$ cat config.mk
export PLATFORM = sky130hd
export DESIGN_NAME = ubx_frame_filter_checker_top_flat
export DESIGN_NICKNAME = d
export VERILOG_FILES = /design/src/rtl/ubx_ffc_pkg.sv /design/src/rtl/ubx_ffc_ifs.sv /design/src/rtl/ubx_frame_filter_checker_top.sv /design/src/flat_wrapper.sv
export SDC_FILE = /design/constraint.sdc
export NUM_CORES = 1
export LEC_CHECK = 0
export ABC_AREA = 1
export BUFFER_PORTS_ARGS = -buffer_cell sky130_fd_sc_hd__buf_4
export CAP_MARGIN = 40
export CELL_PAD_IN_SITES_DETAIL_PLACEMENT = 1
export CELL_PAD_IN_SITES_GLOBAL_PLACEMENT = 2
export CORE_ASPECT_RATIO = 0.6
export CORE_UTILIZATION = 30
export CTS_CLUSTER_SIZE = 40
export DETAILED_ROUTE_END_ITERATION = 16
export HOLD_SLACK_MARGIN = 0.02
export PLACE_DENSITY_LB_ADDON = 0.05
export RECOVER_POWER = 100
export SYNTH_ARGS = -nofsm -noshare
export SYNTH_HDL_FRONTEND = slang
export SYNTH_SLANG_ARGS = --single-unit
$ cat constraint.sdc
create_clock -name clk -period 4.15 [get_ports clk]
set_input_delay 0.415 -clock clk [delete_from_list [all_inputs] [get_ports clk]]
set_output_delay 0.415 -clock clk [all_outputs]
set_load 0.005 [all_outputs]
$ cat src/rtl/ubx_ffc_pkg.sv
// ---------------------------------------------------------------------------
// ubx_ffc_pkg
// Shared constants for the UBX frame filter and checker.
// ---------------------------------------------------------------------------
package ubx_ffc_pkg;

  localparam logic [7:0] SYNC_FIRST  = 8'hB5;
  localparam logic [7:0] SYNC_SECOND = 8'h62;

  localparam logic [7:0]  RESET_MESSAGE_CLASS  = 8'h01;
  localparam logic [7:0]  RESET_MESSAGE_ID     = 8'h07;
  localparam logic [15:0] RESET_PAYLOAD_LENGTH = 16'd92;

  localparam int CFG_DATA_W  = 16;
  localparam int CFG_INDEX_W = 2;

  typedef enum logic [CFG_INDEX_W-1:0] {
    CFG_MESSAGE_CLASS  = 2'd0,
    CFG_MESSAGE_ID     = 2'd1,
    CFG_PAYLOAD_LENGTH = 2'd2,
    CFG_UNUSED         = 2'd3
  } cfg_index_t;

  typedef enum logic [1:0] {
    STATUS_NONE = 2'd0,
    STATUS_GOOD = 2'd1,
    STATUS_BAD  = 2'd2,
    STATUS_RSVD = 2'd3
  } frame_status_t;

endpackage

$ cat src/rtl/ubx_ffc_ifs.sv
// ---------------------------------------------------------------------------
// ubx_ffc_ifs
// Valid/ready channels for receiver bytes and per-byte results.
// ---------------------------------------------------------------------------
interface ubx_ffc_in_if;
  logic       valid;
  logic       ready;
  logic [7:0] rx_byte;

  modport source (output valid, output rx_byte, input ready);
  modport sink   (input valid, input rx_byte, output ready);
endinterface

interface ubx_ffc_out_if;
  logic        valid;
  logic        ready;
  logic [7:0]  payload_byte;
  logic        payload_valid;
  logic [15:0] payload_index;
  logic [1:0]  frame_status;

  modport source (output valid, output payload_byte, output payload_valid,
                  output payload_index, output frame_status, input ready);
  modport sink   (input valid, input payload_byte, input payload_valid,
                  input payload_index, input frame_status, output ready);
endinterface

$ cat src/rtl/ubx_frame_filter_checker_top.sv
// ---------------------------------------------------------------------------
// ubx_frame_filter_checker_top
// Streams UBX frames byte by byte: sync hunt, header filter, payload echo
// with index and Fletcher-8 check at the end of each frame.
// ---------------------------------------------------------------------------
//  channel   dir  handshake          payload
//  in_ch     in   valid/ready        rx_byte[7:0]
//  out_ch    out  valid/ready        payload_byte, payload_valid,
//                                    payload_index[15:0], frame_status[1:0]
//  cfg       in   cfg_we, no stall   cfg_index[1:0], cfg_data[15:0]
//
//  one item per cycle sustained while out_ch is ready; each item passes the input reg, then the result reg
//  the frame state machine updates as an item moves from input to result reg
//  rst is synchronous: config returns to class 0x01, id 0x07, length 92
//  a stalled result holds the result reg; one more item waits in the input reg
// ---------------------------------------------------------------------------
module ubx_frame_filter_checker_top (
  input  logic                                 clk,
  input  logic                                 rst,
  ubx_ffc_in_if.sink                           in_ch,
  ubx_ffc_out_if.source                        out_ch,
  input  logic                                 cfg_we,
  input  logic [ubx_ffc_pkg::CFG_INDEX_W-1:0]  cfg_index,
  input  logic [ubx_ffc_pkg::CFG_DATA_W-1:0]   cfg_data
);
  import ubx_ffc_pkg::*;

  typedef enum logic [3:0] {
    PH_HUNT    = 4'd0,
    PH_SYNC2   = 4'd1,
    PH_CLASS   = 4'd2,
    PH_ID      = 4'd3,
    PH_LEN_LO  = 4'd4,
    PH_LEN_HI  = 4'd5,
    PH_PAYLOAD = 4'd6,
    PH_CK_A    = 4'd7,
    PH_CK_B    = 4'd8
  } phase_t;

  // configuration
  logic [7:0]  message_class;
  logic [7:0]  message_id;
  logic [15:0] payload_length;

  // input register
  logic       in_valid_q;
  logic [7:0] in_byte_q;

  // frame state
  phase_t      phase, phase_next;
  logic [15:0] byte_count, byte_count_next;
  logic [7:0]  sum_a, sum_a_next;
  logic [7:0]  sum_b, sum_b_next;
  logic [7:0]  length_low, length_low_next;
  logic [7:0]  first_check, first_check_next;

  // result register
  logic          out_valid_q;
  logic [7:0]    payload_byte_q, payload_byte_next;
  logic          payload_valid_q, payload_valid_next;
  logic [15:0]   payload_index_q, payload_index_next;
  frame_status_t frame_status_q, frame_status_next;

  logic       advance;
  logic [7:0] acc_a, acc_b;
  logic [7:0] b;
  phase_t     resync_phase;

  assign advance     = in_valid_q && (!out_valid_q || out_ch.ready);
  assign in_ch.ready = !in_valid_q || advance;

  assign b            = in_byte_q;
  assign acc_a        = sum_a + b;
  assign acc_b        = sum_b + acc_a;
  assign resync_phase = (b == SYNC_FIRST) ? PH_SYNC2 : PH_HUNT;

  always_comb begin
    phase_next         = phase;
    byte_count_next    = byte_count;
    sum_a_next         = sum_a;
    sum_b_next         = sum_b;
    length_low_next    = length_low;
    first_check_next   = first_check;
    payload_byte_next  = 8'd0;
    payload_valid_next = 1'b0;
    payload_index_next = 16'd0;
    frame_status_next  = STATUS_NONE;
    case (phase)
      PH_SYNC2: begin
        phase_next = (b == SYNC_SECOND) ? PH_CLASS : resync_phase;
      end
      PH_CLASS: begin
        if (b == message_class) begin
          // checksum restarts at the class byte
          sum_a_next = b;
          sum_b_next = b;
          phase_next = PH_ID;
        end else begin
          phase_next = resync_phase;
        end
      end
      PH_ID: begin
        if (b == message_id) begin
          sum_a_next = acc_a;
          sum_b_next = acc_b;
          phase_next = PH_LEN_LO;
        end else begin
          phase_next = resync_phase;
        end
      end
      PH_LEN_LO: begin
        length_low_next = b;
        sum_a_next      = acc_a;
        sum_b_next      = acc_b;
        phase_next      = PH_LEN_HI;
      end
      PH_LEN_HI: begin
        if ({b, length_low} == payload_length) begin
          sum_a_next      = acc_a;
          sum_b_next      = acc_b;
          byte_count_next = 16'd0;
          phase_next      = ({b, length_low} == 16'd0) ? PH_CK_A : PH_PAYLOAD;
        end else begin
          phase_next = resync_phase;
        end
      end
      PH_PAYLOAD: begin
        payload_byte_next  = b;
        payload_valid_next = 1'b1;
        payload_index_next = byte_count;
        sum_a_next         = acc_a;
        sum_b_next         = acc_b;
        byte_count_next    = byte_count + 16'd1;
        // live length compare, wraps at 2^16
        if (byte_count_next == payload_length) begin
          phase_next = PH_CK_A;
        end
      end
      PH_CK_A: begin
        first_check_next = b;
        phase_next       = PH_CK_B;
      end
      PH_CK_B: begin
        frame_status_next = (first_check == sum_a && b == sum_b) ? STATUS_GOOD
                                                                 : STATUS_BAD;
        phase_next        = PH_HUNT;
      end
      default: begin
        phase_next = resync_phase;
      end
    endcase
  end

  always_ff @(posedge clk) begin
    if (rst) begin
      message_class  <= RESET_MESSAGE_CLASS;
      message_id     <= RESET_MESSAGE_ID;
      payload_length <= RESET_PAYLOAD_LENGTH;
    end else if (cfg_we) begin
      case (cfg_index_t'(cfg_index))
        CFG_MESSAGE_CLASS:  message_class  <= cfg_data[7:0];
        CFG_MESSAGE_ID:     message_id     <= cfg_data[7:0];
        CFG_PAYLOAD_LENGTH: payload_length <= cfg_data;
        default: ;
      endcase
    end
  end

  always_ff @(posedge clk) begin
    if (rst) begin
      in_valid_q <= 1'b0;
    end else if (in_ch.ready) begin
      in_valid_q <= in_ch.valid;
    end
    if (in_ch.ready && in_ch.valid) begin
      in_byte_q <= in_ch.rx_byte;
    end
  end

  always_ff @(posedge clk) begin
    if (rst) begin
      phase       <= PH_HUNT;
      byte_count  <= 16'd0;
      sum_a       <= 8'd0;
      sum_b       <= 8'd0;
      length_low  <= 8'd0;
      first_check <= 8'd0;
    end else if (advance) begin
      phase       <= phase_next;
      byte_count  <= byte_count_next;
      sum_a       <= sum_a_next;
      sum_b       <= sum_b_next;
      length_low  <= length_low_next;
      first_check <= first_check_next;
    end
  end

  always_ff @(posedge clk) begin
    if (rst) begin
      out_valid_q <= 1'b0;
    end else if (advance) begin
      out_valid_q <= 1'b1;
    end else if (out_ch.ready) begin
      out_valid_q <= 1'b0;
    end
    if (advance) begin
      payload_byte_q  <= payload_byte_next;
      payload_valid_q <= payload_valid_next;
      payload_index_q <= payload_index_next;
      frame_status_q  <= frame_status_next;
    end
  end

  assign out_ch.valid         = out_valid_q;
  assign out_ch.payload_byte  = payload_byte_q;
  assign out_ch.payload_valid = payload_valid_q;
  assign out_ch.payload_index = payload_index_q;
  assign out_ch.frame_status  = frame_status_q;

  // a payload item never also ends a frame
  assert property (@(posedge clk) disable iff (rst)
    out_valid_q && payload_valid_q |-> frame_status_q == STATUS_NONE)
    else $error("payload item carries a frame status");

  // a frame status only comes out of the second checksum byte
  assert property (@(posedge clk) disable iff (rst)
    advance && phase != PH_CK_B |=> frame_status_q == STATUS_NONE)
    else $error("frame status outside checksum byte");

  // payload index follows the running byte count
  assert property (@(posedge clk) disable iff (rst)
    advance && phase == PH_PAYLOAD |=> payload_index_q == $past(byte_count))
    else $error("payload index does not match byte count");

  // a waiting input item is neither dropped nor overwritten
  assert property (@(posedge clk) disable iff (rst)
    in_valid_q && !advance |=> in_valid_q && $stable(in_byte_q))
    else $error("input item lost while result stalled");

endmodule

$ cat src/flat_wrapper.sv
// flat-port wrapper written by rule: the top's interface ports become plain ports
module ubx_frame_filter_checker_top_flat import ubx_ffc_pkg::*;
  (clk, rst, cfg_we, cfg_index, cfg_data, in_ch_valid, in_ch_rx_byte, in_ch_ready, out_ch_valid, out_ch_payload_byte, out_ch_payload_valid, out_ch_payload_index, out_ch_frame_status, out_ch_ready);
  ubx_ffc_in_if in_ch_i ();
  ubx_ffc_out_if out_ch_i ();
  input  logic clk;
  input  logic rst;
  input  logic cfg_we;
  input  logic [ubx_ffc_pkg::CFG_INDEX_W-1:0] cfg_index;
  input  logic [ubx_ffc_pkg::CFG_DATA_W-1:0] cfg_data;
  input wire logic [$bits(in_ch_i.valid)-1:0] in_ch_valid;
  input wire logic [$bits(in_ch_i.rx_byte)-1:0] in_ch_rx_byte;
  output wire logic [$bits(in_ch_i.ready)-1:0] in_ch_ready;
  output wire logic [$bits(out_ch_i.valid)-1:0] out_ch_valid;
  output wire logic [$bits(out_ch_i.payload_byte)-1:0] out_ch_payload_byte;
  output wire logic [$bits(out_ch_i.payload_valid)-1:0] out_ch_payload_valid;
  output wire logic [$bits(out_ch_i.payload_index)-1:0] out_ch_payload_index;
  output wire logic [$bits(out_ch_i.frame_status)-1:0] out_ch_frame_status;
  input wire logic [$bits(out_ch_i.ready)-1:0] out_ch_ready;
  assign in_ch_i.valid = in_ch_valid;
  assign in_ch_i.rx_byte = in_ch_rx_byte;
  assign in_ch_ready = in_ch_i.ready;
  assign out_ch_valid = out_ch_i.valid;
  assign out_ch_payload_byte = out_ch_i.payload_byte;
  assign out_ch_payload_valid = out_ch_i.payload_valid;
  assign out_ch_payload_index = out_ch_i.payload_index;
  assign out_ch_frame_status = out_ch_i.frame_status;
  assign out_ch_i.ready = out_ch_ready;
  ubx_frame_filter_checker_top u_core (.clk(clk), .rst(rst), .in_ch(in_ch_i), .out_ch(out_ch_i), .cfg_we(cfg_we), .cfg_index(cfg_index), .cfg_data(cfg_data));
endmodule
== Word-level counts from Yosys, hierarchy flattened ==
Index checks and enable logic that the tools add are counted.
Storage, ports and cells
  register bits: 121
  memories: 0
  input port bits: 31
  bits in latches: 0
  bits in read-only memories: 0
  RAM bits: 0
Operators by class
  div/mod/pow operators: 0
  muxes and demuxes: 21
  reduce and logical (&&, ||, !) cells: 21
  $lt $le $gt $ge: 0
  eq/ne operators: 22
  multiply operators: 0
  $add $sub $neg: 3
  shifts and indexed selects: 0
  bitwise gates (word level): 0
Operators by type and width (count)
  8-bit one-hot mux with 4 select lines: 2
  8-bit 2-to-1 mux: 5
  16-bit == test: 2
  8-bit == test: 4
  16-bit one-hot mux with 2 select lines: 1
  4-bit one-hot mux with 8 select lines: 1
  4-bit 2-to-1 mux: 5
  16-bit by 1-bit adder with 16-bit output (second input constant): 1
  8-bit adder: 2
  4-bit by 3-bit == test with 1-bit output (second input constant): 4
  16-bit zero test: 1
  16-bit 2-to-1 mux: 1
  2-bit AND reduction: 6
  4-bit by 2-bit == test with 1-bit output (second input constant): 2
  8-bit by 7-bit == test with 1-bit output (second input constant): 1
  8-bit == test (second input constant): 1
  2-bit by 1-bit != test with 1-bit output (second input constant): 4
  1-bit 2-to-1 mux: 5
  5-bit AND reduction: 1
  4-bit by 1-bit == test with 1-bit output (second input constant): 1
  4-bit == test (second input constant): 1
  2-bit nonzero test: 2
  4-bit nonzero test: 1
  1-bit logical AND: 3
  other kinds (8): 10

== Depth between registers and ports, before layout ==
Gate-level depths: netlist of the first run.
  depth in word-level cells: 5
  gate-level depth with buffers: 17
  depth with buffers taken out: 16

== Least setup slack after synthesis of the first run ==
Ideal clock, no wire load.
  path type: reg2reg
  start point: register u_core.in_byte_q[0], in the netlist u_core.b[0]
  end point: register u_core.sum_b[7]
  arrival time: 2.464 ns
  required time: 4.033 ns
  setup time: 0.117 ns
  stages on the path, launching flop included: 14
  clock period less this slack: 2.581 ns
  slack: 1.569 ns
  path through: edfxtp_1 > ha_1 > fa_1 > xor2_1 > ha_1 > nand3_1 > and2_1 > o21ai_0 > a21oi_1 > o21ba_2 > nor2_1 > nor2_1 > nor2_1 > nor2_1
Between the ends
  word-level cells in the longest chain between the ends: 4
  elaborated cells on any way between the ends: 12
  classes of those cells: add/sub: 2; eq/ne: 6; mux: 3; reduce/logical: 1
RTL lines
  from (decl): line ubx_frame_filter_checker_top.sv:47  | logic [7:0] in_byte_q;
  from (signal assigned): line ubx_frame_filter_checker_top.sv:176  | in_byte_q <= in_ch.rx_byte;
  8-bit adder: line ubx_frame_filter_checker_top.sv:73  | assign acc_a = sum_a + b;
  8-bit adder: line ubx_frame_filter_checker_top.sv:74  | assign acc_b = sum_b + acc_a;
  8-bit 2-to-1 mux, on equally long branches: line ubx_frame_filter_checker_top.sv:118, ubx_frame_filter_checker_top.sv:103
  8-bit one-hot mux with 4 select lines: line ubx_frame_filter_checker_top.sv:88  | case (phase)
  to (signal assigned): line ubx_frame_filter_checker_top.sv:192  | sum_b <= sum_b_next;
  to (decl): line ubx_frame_filter_checker_top.sv:53  | logic [7:0] sum_b, sum_b_next;
Several ways; a longest one is shown, not always the timed one. The select of a mux whose other input is x is not followed.
A chain may end at the register's enable or synchronous reset.

==> metrics.txt, run 1 <==
status=finished with violations; failing checks=max-capacitance violations, max-slew violations; critical path's slowest cell=clkbuf_1; number of global-route vias before repair=5,941; syn nets=886; worst slew margin relative to its limit=-90.4%; CTS buffer count=17; 1st-pass router iterations=5; Clk Latency, worst-skew pair=between 400 and 500 ps; Synth Cell Area=6390 µm²; min Tclk post-route=3320 ps; share of cells above drive strength 1=12.5%; DP HPWL=around 17 mm; initial core utilization=31.3%; total leakage power=between 3 and 4 nW; Final Hold Vio Count=0; placed cell count=1,145; max incr delay on CP=2000 ps; number of diodes=0; Crit path required time=roughly 4500 ps; WS Path Type=primary input to flop; RSZ-0062 raised after global routing=no; clock skew=13.2 ps; sequential area share after synthesis=between 40% and 50%; fin nets=941; PD cells=411 nW/µm²; synth warn=0; chip height=115 µm; synthesized instance count=837; Seq cells post-synth=121; Fmax=approximately 300 MHz; routed length per instance=18.4 µm; DR vias/cell=4.99; GRT Resource Usage Total=21.0%; final wirelength=21.7 mm; Worst-Margin Slew=between 2000 and 3000 ps; iteration-0 DRC count of the detailed router=414; via count=5,879; DRC viols=0; core area=20,400 µm²; num rows=40; Clock Path Buffers=2; EDFF count, synth=35; P&R area growth vs syn=20.2%; crit path max fanout=between 60 and 70; Final Cycle Share=between 70% and 80%; Synth cell types=a little over 40; Synth Flop Type=dfxtp_1; CTS H-tree depth=4; Non-Filler Instances=1,178; Async S/R FF share, synth=0%; IO Pins=60; die area=21,900 µm²; post-route core utilization=37.6%; CTS tree=built; antenna viol nets, final=0; CTS clk-pin slew, worst paths=approximately 60 ps; Die Span X=190 µm; TNS Setup=0 ps; worst hold path type=primary input to flop; largest net degree at the start of global routing=67; post-cts gate resize count=0; clock sink count=121; # setup viols final=0; worst vdd ir=about 0.44 mV; Mean Syn Cell Area=7.63 µm²; antenna violations before repair=0; Max Slew Vio Count=67; final global-route overflow total=0; CTS root buf=clkbuf_16; Post-CTS Repair Setup Buffers=0; Startpoint Class=primary input; Max-Cap Viols=1; worst path cell trace=buf_4, inv_1, clkbuf_1, o21ai_0, a21oi_1; CP endpoint kind=flop; global-route wire length before repair=around 34 mm; Crit path arrival time=between 3000 and 4000 ps; Hold-fix buffers, CTS=0; GPL Wtd Cong=0.837; input/output buffers=59
cells in the mapped netlist, drive strengths merged (16+ instances only):
library cell	count	area share [%]
nor2	106	6.7
clkbuf	17	1.0
dfxtp	86	27
nand3	52	4.2
o21ai	68	5.4
xor2	23	3.2
ha	16	3.1
nand2	183	11
edfxtp	35	16
inv	82	4.8
a21oi	61	4.8
xnor2	30	4.1
worst max-delay path: cells and delay by family:
family,cells,cell delay [ps]
AOI/OAI and AO/OA,2,860
buffers and inverters,3,2280
logic make-up (layout without fill, tap and decap cells):
kind of cell / after synthesis / in the layout / share of synthesized area, %
adders and majority gates: 18 / 18 / 3.76
AOI/OAI and AO/OA: 155 / 155 / 13.1
DFF: 121 / 121 / 43.4
xor gates and xnor gates: 53 / 53 / 7.27
and+or+nand+nor: 375 / 375 / 25.2
buffers and inverters: 115 / 183 / 7.21
where the power goes:
part / total [W] / internal (W) / switching [W]
registers: 0.00131 / 0.00126 / 0.0000486
clock network: 0.00155 / 0.000992 / 0.000556
logic: 0.000302 / 0.000116 / 0.000186
total: 0.00316 / 0.00237 / 0.000791
per-layer routing:
layer / global-route usage (%) / part of all wire, % / vias up
li1: - / - / 2870
met1: 32.9 / 56 / 2862
met2: 27.4 / 37 / 133
met3: 5.71 / 5.6 / 14
met4: 5.44 / 0.93 / 0
met5: 0 / 0 / -
per-stage QoR:
stage	setup WS (ps)	area [µm²]	hold slack (ps)	total power, W
3_3_place_gp	984	7060	462	0.00163
4_1_cts	860	7690	143	0.00319
2_1_floorplan	1570	6390	444	0.00150
5_1_grt	519	7680	165	0.00328
3_5_place_dp	907	7080	471	0.00163
6_report	832	7680	186	0.00316
layout by cell type, fill, tap and decap left out, drive strengths merged, types with 16 or more instances in the layout:
cell      n
o21ai    68
edfxtp   35
clkbuf   66
xor2     23
a21oi    61
ha       16
buf      28
nand2   183
nor2    106
nand3    52
dfxtp    86
inv      82
xnor2    30
path summary, 6_finish.rpt:
path,cells past startpoint,slack [ps],end,start
worst min register to register,2,480,u_core.message_class[4],u_core.message_class[4]
worst min-delay path,1,190,u_core.b[5],in_ch_rx_byte[5]
worst max-delay path,5,830,u_core.payload_length[12],rst
worst max register to register,16,900,u_core.sum_b[7],u_core.b[0]
cell type report:
cell class / count / area (µm²)
flip-flops and latches: 121 / 2770
multi-input cells: 601 / 3150
clock inverters: 5 / 50.0
well taps: 273 / 342
fillers: 2470 / 12700
clock buffers: 27 / 567
repair buffers: 67 / 485
inverters: 84 / 315
(Power assumes the default switching activity.)
==> inputs of run 2 (changes only) <==
- clock period: 4.15 -> 3.4 ns (I/O delays scaled with it)
==> run 2 against run 1 <==
The flow still finishes with violations (max-capacitance violations, max-slew violations). Combinational power increased by 27%. Critical path depth increased by 10. Die area unchanged. Clock power increased by 23%. Largest cell class unchanged. Final cell count increased by 0.42%. Clock skew decreased by 6.7 ps. Utilization increased by 0.13 points. Non-clock buffer count increased by 5. Highest routed layer unchanged.
==> metrics.txt, run 2 (same netlist as run 1, synthesis figures left out) <==
fin nets=946 (+0.53%); DR vias/cell=4.99 (about the same); placed inst area=7120 µm² (+0.67%); Hold Crit Depth=1 (unchanged); Final Hold Vio Count=0 (unchanged); reg2reg start=u_core.b[0]; filler cell count=2,482 (+0.49%); Reg-to-Reg End=u_core.sum_b[7]; input/output buffers=59 (unchanged); routed length per instance=18.9 µm (+2.4%); CTS tree=built; Power Total=0.00388 W (+23%); Crit path arrival time=3400 ps (-250 ps); worst vdd ir=0.350 mV (-21%); global-route wire length before repair=34.3 mm (+0.36%); largest net degree at the start of global routing=32 (-52%); GRT Resource Usage Total=21.4% (+0.34 points); Critical Path Source=u_core.b[0]; CTS root buf=clkbuf_16; DRC viols=0 (unchanged); GPL Wtd Cong=0.881 (+5.3%); Clock Path Buffers=2 (unchanged); antenna viol nets, final=0 (unchanged); most frequent cells in the layout=nand2_1, nor2_1, dfxtp_1; number of diodes=0 (unchanged); num rows=40 (unchanged); CTS buffer count=17 (unchanged); clock skew=6.44 ps (-6.73 ps); chip height=115 µm (unchanged); 1st-pass router iterations=5 (unchanged); CP endpoint kind=flop; status=finished with violations; clock sink count=121 (unchanged); IO Pins=60 (unchanged); Final Cycle Share=90.5%; Post-CTS Repair Setup Buffers=0 (unchanged); P&R area growth vs syn=20.6%; # setup viols final=0 (unchanged); WS Path Type=flop to flop; CTS clk-pin slew, worst paths=60 ps (about the same); DP HPWL=17.3 mm (+4.7%); CP endpoint=u_core.sum_b[7]; Fmax=325 MHz; Startpoint Class=flop; flop2flop setup slack=320 ps (-580 ps); initial core utilization=31.3% (unchanged); core area=20,400 µm² (unchanged); final global-route overflow total=0 (unchanged); Worst-Margin Slew=2010 ps (-845 ps); failing checks=max-capacitance violations, max-slew violations; Max-Cap Viols=1 (unchanged); number of global-route vias before repair=5,770 (-2.9%); min Tclk post-route=around 3100 ps; crit path max fanout=5 (-92%); iteration-0 DRC count of the detailed router=359 (-13%); total leakage power=3.19 nW (about the same); die area=21,900 µm² (unchanged); path depth of the worst reg2reg path=15 (-1); CTS H-tree depth=4 (unchanged); PD cells=503 nW/µm² (+22%); Layout Cell Area excl Fill=7710 µm² (+0.36%); Clk Latency, worst-skew pair=430 ps (about the same); worst hold path type=primary input to flop; Max Slew Vio Count=32 (-52%); antenna violations before repair=0 (unchanged); final wirelength=22.3 mm (+2.8%); RSZ-0062 raised after global routing=no; share of cells above drive strength 1=12.7% (+0.26 points); TNS Setup=0 ps (unchanged); Die Span X=190 µm (unchanged); via count=5,907 (+0.48%); most common cell after layout, fill and taps aside=nand2_1; Crit path required time=3720 ps (-770 ps); worst slew margin relative to its limit=-34.1% (+56 points)
-- run 2: cell count changes in the layout (fill, tap and decap cells not counted), sizes merged --
cell      delta
clkbuf       +2
clkinvlp     +1
clkinv       +1
inv          +1
-- run 2: final cells by class --
cell class / instances / area (µm²) / share of cell area (%)
well taps: 273 / 342 / 4.43
clock buffers: 24 / 547 / 7.10
inverters: 84 / 315 / 4.09
flip-flops and latches: 121 / 2770 / 36.0
multi-input cells: 601 / 3150 / 40.9
clock inverters: 8 / 76.3 / 0.990
repair buffers: 72 / 504 / 6.54
-- run 2: report_power, final --
part / internal, W / switching [W] / leakage, nW / total [W]
Clock: 0.00120 / 0.000704 / 0.307 / 0.00190
Combinational: 0.000142 / 0.000240 / 1.85 / 0.000383
Sequential: 0.00154 / 0.0000526 / 1.03 / 0.00159
Total: 0.00288 / 0.000997 / 3.19 / 0.00388
-- run 2: repair_timing --
item                                    CTS  global route
resized for setup                         0             1
hold buffers                              0             0
endpoints found under the setup margin    0             1
-- run 2: worst max-delay path: stages (launching register included) --
cell and delay [ps]:
edfxtp_1 420, ha_1 270, fa_1 430, nand3_1 130, nand2_1 90, xor2_1 140, inv_1 80, ha_1 340
nand2_1 70, o21ai_1 290, a21oi_1 170, o21ba_2 230, nor2_1 120, nor2_1 60, nor2_1 90, nor2_1 50
-- run 2: metrics by stage --
stage / hold WS [ps] / instances / utilization (%) / setup WS, ps
after floorplan: 439 / 837 / - / 819
after global placement: 455 / 1150 / 34.9 / 438
after detailed placement: 472 / 1151 / 34.9 / 259
after CTS: 60.3 / 1183 / 37.9 / 214
after global routing: 85.2 / 1183 / 37.7 / 68.6
final: 108 / 1183 / 37.7 / 324
-- run 2: worst min-delay path by stage --
stage                            start                 endpoint  slack [ps]
6_report              in_ch_rx_byte[5]              u_core.b[5]         110
5_1_grt               in_ch_rx_byte[7]              u_core.b[7]          90
4_1_cts               in_ch_rx_byte[5]              u_core.b[5]          60
3_5_place_dp   u_core.message_class[2]  u_core.message_class[2]         470
3_3_place_gp   u_core.message_class[2]  u_core.message_class[2]         450
2_1_floorplan         in_ch_rx_byte[0]              u_core.b[0]         440
-- run 2: per-layer routing --
metal | vias to the layer above | global-route usage (%) | wire (µm)
met4 | 0 | 4.91 | 189
met2 | 128 | 28.2 | 8500
li1 | 2883 | - | -
met5 | - | 0 | 0
met3 | 14 | 6.01 | 1170
met1 | 2882 | 33.2 | 12500
==> inputs of run 3 (changes only) <==
--- a/constraint.sdc
+++ b/constraint.sdc
@@ -3,2 +3,2 @@
 set_output_delay 0.34 -clock clk [all_outputs]
-set_load 0.005 [all_outputs]
+set_load 0.1 [all_outputs]
==> run 3 against run 2 <==
The flow still finishes with violations (max-capacitance violations, max-slew violations). Sequential power barely moved. Final cell count did not move. Setup slack improved by 2.2 ps. Routed wire length rose by 0.21%. Non-clock buffer count did not move. Hold slack barely moved. Design area fell by 1.3%. Critical endpoint unchanged.
==> metrics.txt, run 3 (same netlist as run 1, synthesis figures left out) <==
status=finished with violations; failing checks=max-capacitance violations, max-slew violations; Crit path required time=3720 ps (about the same); antenna violations before repair=0 (unchanged); Hold Crit Endpoint=u_core.b[7]; # setup viols final=0 (unchanged); via count=5,894 (-0.22%); TNS Setup=0 ps (unchanged); Reg-to-Reg End=u_core.sum_b[7]; filler cell count=2,499 (+0.68%); global-route wire length before repair=34.3 mm (unchanged); DRC viols=0 (unchanged); CTS tree=built; Fmax=325 MHz (about the same); num rows=40 (unchanged); GRT Resource Usage Total=21.4% (unchanged); Worst-Margin Slew=1990 ps (-17.5 ps); 1st-pass router iterations=5 (unchanged); met1 Use GR=33.2% (unchanged); Max Slew Vio Count=32 (unchanged); Sw Ratio=27.6% (+1.9 points); Seq pwr share=40.1% (-0.9 points); final wirelength=22.4 mm (+0.21%); GR Util met3=6.01% (unchanged); Hold Crit Depth=1 (unchanged); antenna viol nets, final=0 (unchanged); chip height=115 µm (unchanged); CTS H-tree depth=4 (unchanged); total leakage power=3.10 nW (-2.8%); PD cells=521 nW/µm² (+3.6%); clock share of power=47.9% (-1.2 points); CP endpoint kind=flop; Non-Filler Instances=1,183 (unchanged); worst vdd ir=0.350 mV (about the same); Final Cycle Share=90.4% (about the same); WS Path Type=flop to flop; GPL Wtd Cong=0.881 (unchanged); core area=20,400 µm² (unchanged); Clock Path Buffers=2 (unchanged); RSZ-0062 raised after global routing=no; DR vias/cell=4.98 (-0.22%); share of cells above drive strength 1=9.89% (-2.9 points); crit path max fanout=5 (unchanged); Max-Cap Viols=1 (unchanged); clock sink count=121 (unchanged); Startpoint Class=flop; largest net degree at the start of global routing=32 (unchanged); IO Pins=60 (unchanged); Clk Latency, worst-skew pair=430 ps (about the same); routed length per instance=18.9 µm (+0.21%); path depth of the worst reg2reg path=15 (unchanged); worst slew margin relative to its limit=-32.9% (+1.2 points); P&R area growth vs syn=19.1%; worst hold path type=primary input to flop; M2 GR Usage=28.2% (unchanged); input/output buffers=59 (unchanged); DP HPWL=17.3 mm (unchanged); most frequent cells in the layout=nand2_1, nor2_1, dfxtp_1; CTS buffer count=17 (unchanged); CTS root buf=clkbuf_16; reg2reg start=u_core.b[0]; Worst Hold Launch=in_ch_rx_byte[7]; die area=21,900 µm² (unchanged); initial core utilization=31.3% (unchanged); clock skew=6.44 ps (+0.000830 ps); number of diodes=0 (unchanged); Crit path arrival time=3400 ps (about the same); iteration-0 DRC count of the detailed router=357 (-0.56%); number of global-route vias before repair=5,770 (unchanged); Die Span X=190 µm (unchanged); post-route core utilization=37.3% (-0.48 points); Final Hold Vio Count=0 (unchanged); CTS clk-pin slew, worst paths=60 ps (about the same); WHS=108 ps (+0.00400 ps); final global-route overflow total=0 (unchanged); most common cell after layout, fill and taps aside=nand2_1; global route hottest layer=met1; Post-CTS Repair Setup Buffers=0 (unchanged); placed cell count=1,151 (unchanged); fin nets=946 (unchanged); internal power=0.00287 W (-0.29%); flop2flop setup slack=330 ps (about the same); logic gate share of total power=12.0% (+2.1 points); Net Sw Power=0.00109 W (+9.8%); min Tclk post-route=3070 ps (-2.18 ps)
run 3: stage by stage:
| stage | total power [W] | area [µm²] | setup slack (ps) |
|---|---|---|---|
| 3_3_place_gp | 0.00210 | 7120 | 438 |
| 4_1_cts | 0.00403 | 7750 | 214 |
| 2_1_floorplan | 0.00194 | 6390 | 704 |
| 3_5_place_dp | 0.00211 | 7120 | 259 |
| 5_1_grt | 0.00413 | 7610 | 68.6 |
| 6_report | 0.00397 | 7610 | 326 |
run 3: cell type report:
class	instances	area (µm²)	area share, %
well taps	273	342	4.49
multi-input cells	601	3150	41.4
repair buffers	72	407	5.34
clock inverters	8	76.3	1.00
clock buffers	24	547	7.19
flip-flops and latches	121	2770	36.4
inverters	84	315	4.14
run 3: critical path, stage by stage, from the launching register on:
cell      delay (ps)
edfxtp_1         420
ha_1             270
fa_1             430
nand3_1          130
nand2_1           90
xor2_1           140
inv_1             80
ha_1             340
nand2_1           70
o21ai_1          290
a21oi_1          170
o21ba_2          230
nor2_1           120
nor2_1            60
nor2_1            90
nor2_1            50
run 3: worst max-delay path by stage:
stage / from / to / slack [ps] / depth (start not counted)
global placement: u_core.b[0] / u_core.sum_b[7] / 440 / 14
finish: u_core.b[0] / u_core.sum_b[7] / 330 / 15
floorplan: u_core.out_ch.valid / u_core.b[0] / 700 / 3
CTS: u_core.b[0] / u_core.sum_b[7] / 210 / 15
global route: u_core.byte_count[1] / u_core.phase[3] / 70 / 14
detailed placement: u_core.b[0] / u_core.sum_b[7] / 260 / 15
run 3: per-layer routing:
metal | part of all wire, % | wire length [µm]
met4 | 0.84 | 189
met3 | 5.7 | 1270
met2 | 38 | 8520
met1 | 55 | 12400
met5 | 0 | 0
run 3: power groups by stage:
stage	logic [W]	registers [W]	clock network, W
after floorplan	0.000240	0.00170	0
after global placement	0.000477	0.00162	0
after detailed placement	0.000487	0.00162	0
after CTS	0.000490	0.00159	0.00195
after global routing	0.000518	0.00160	0.00201
final	0.000475	0.00159	0.00190
run 3: timing repair:
item / CTS / global route
gates resized for setup: 0 / 1
hold buffers: 0 / 0
endpoints found under the setup margin: 0 / 1
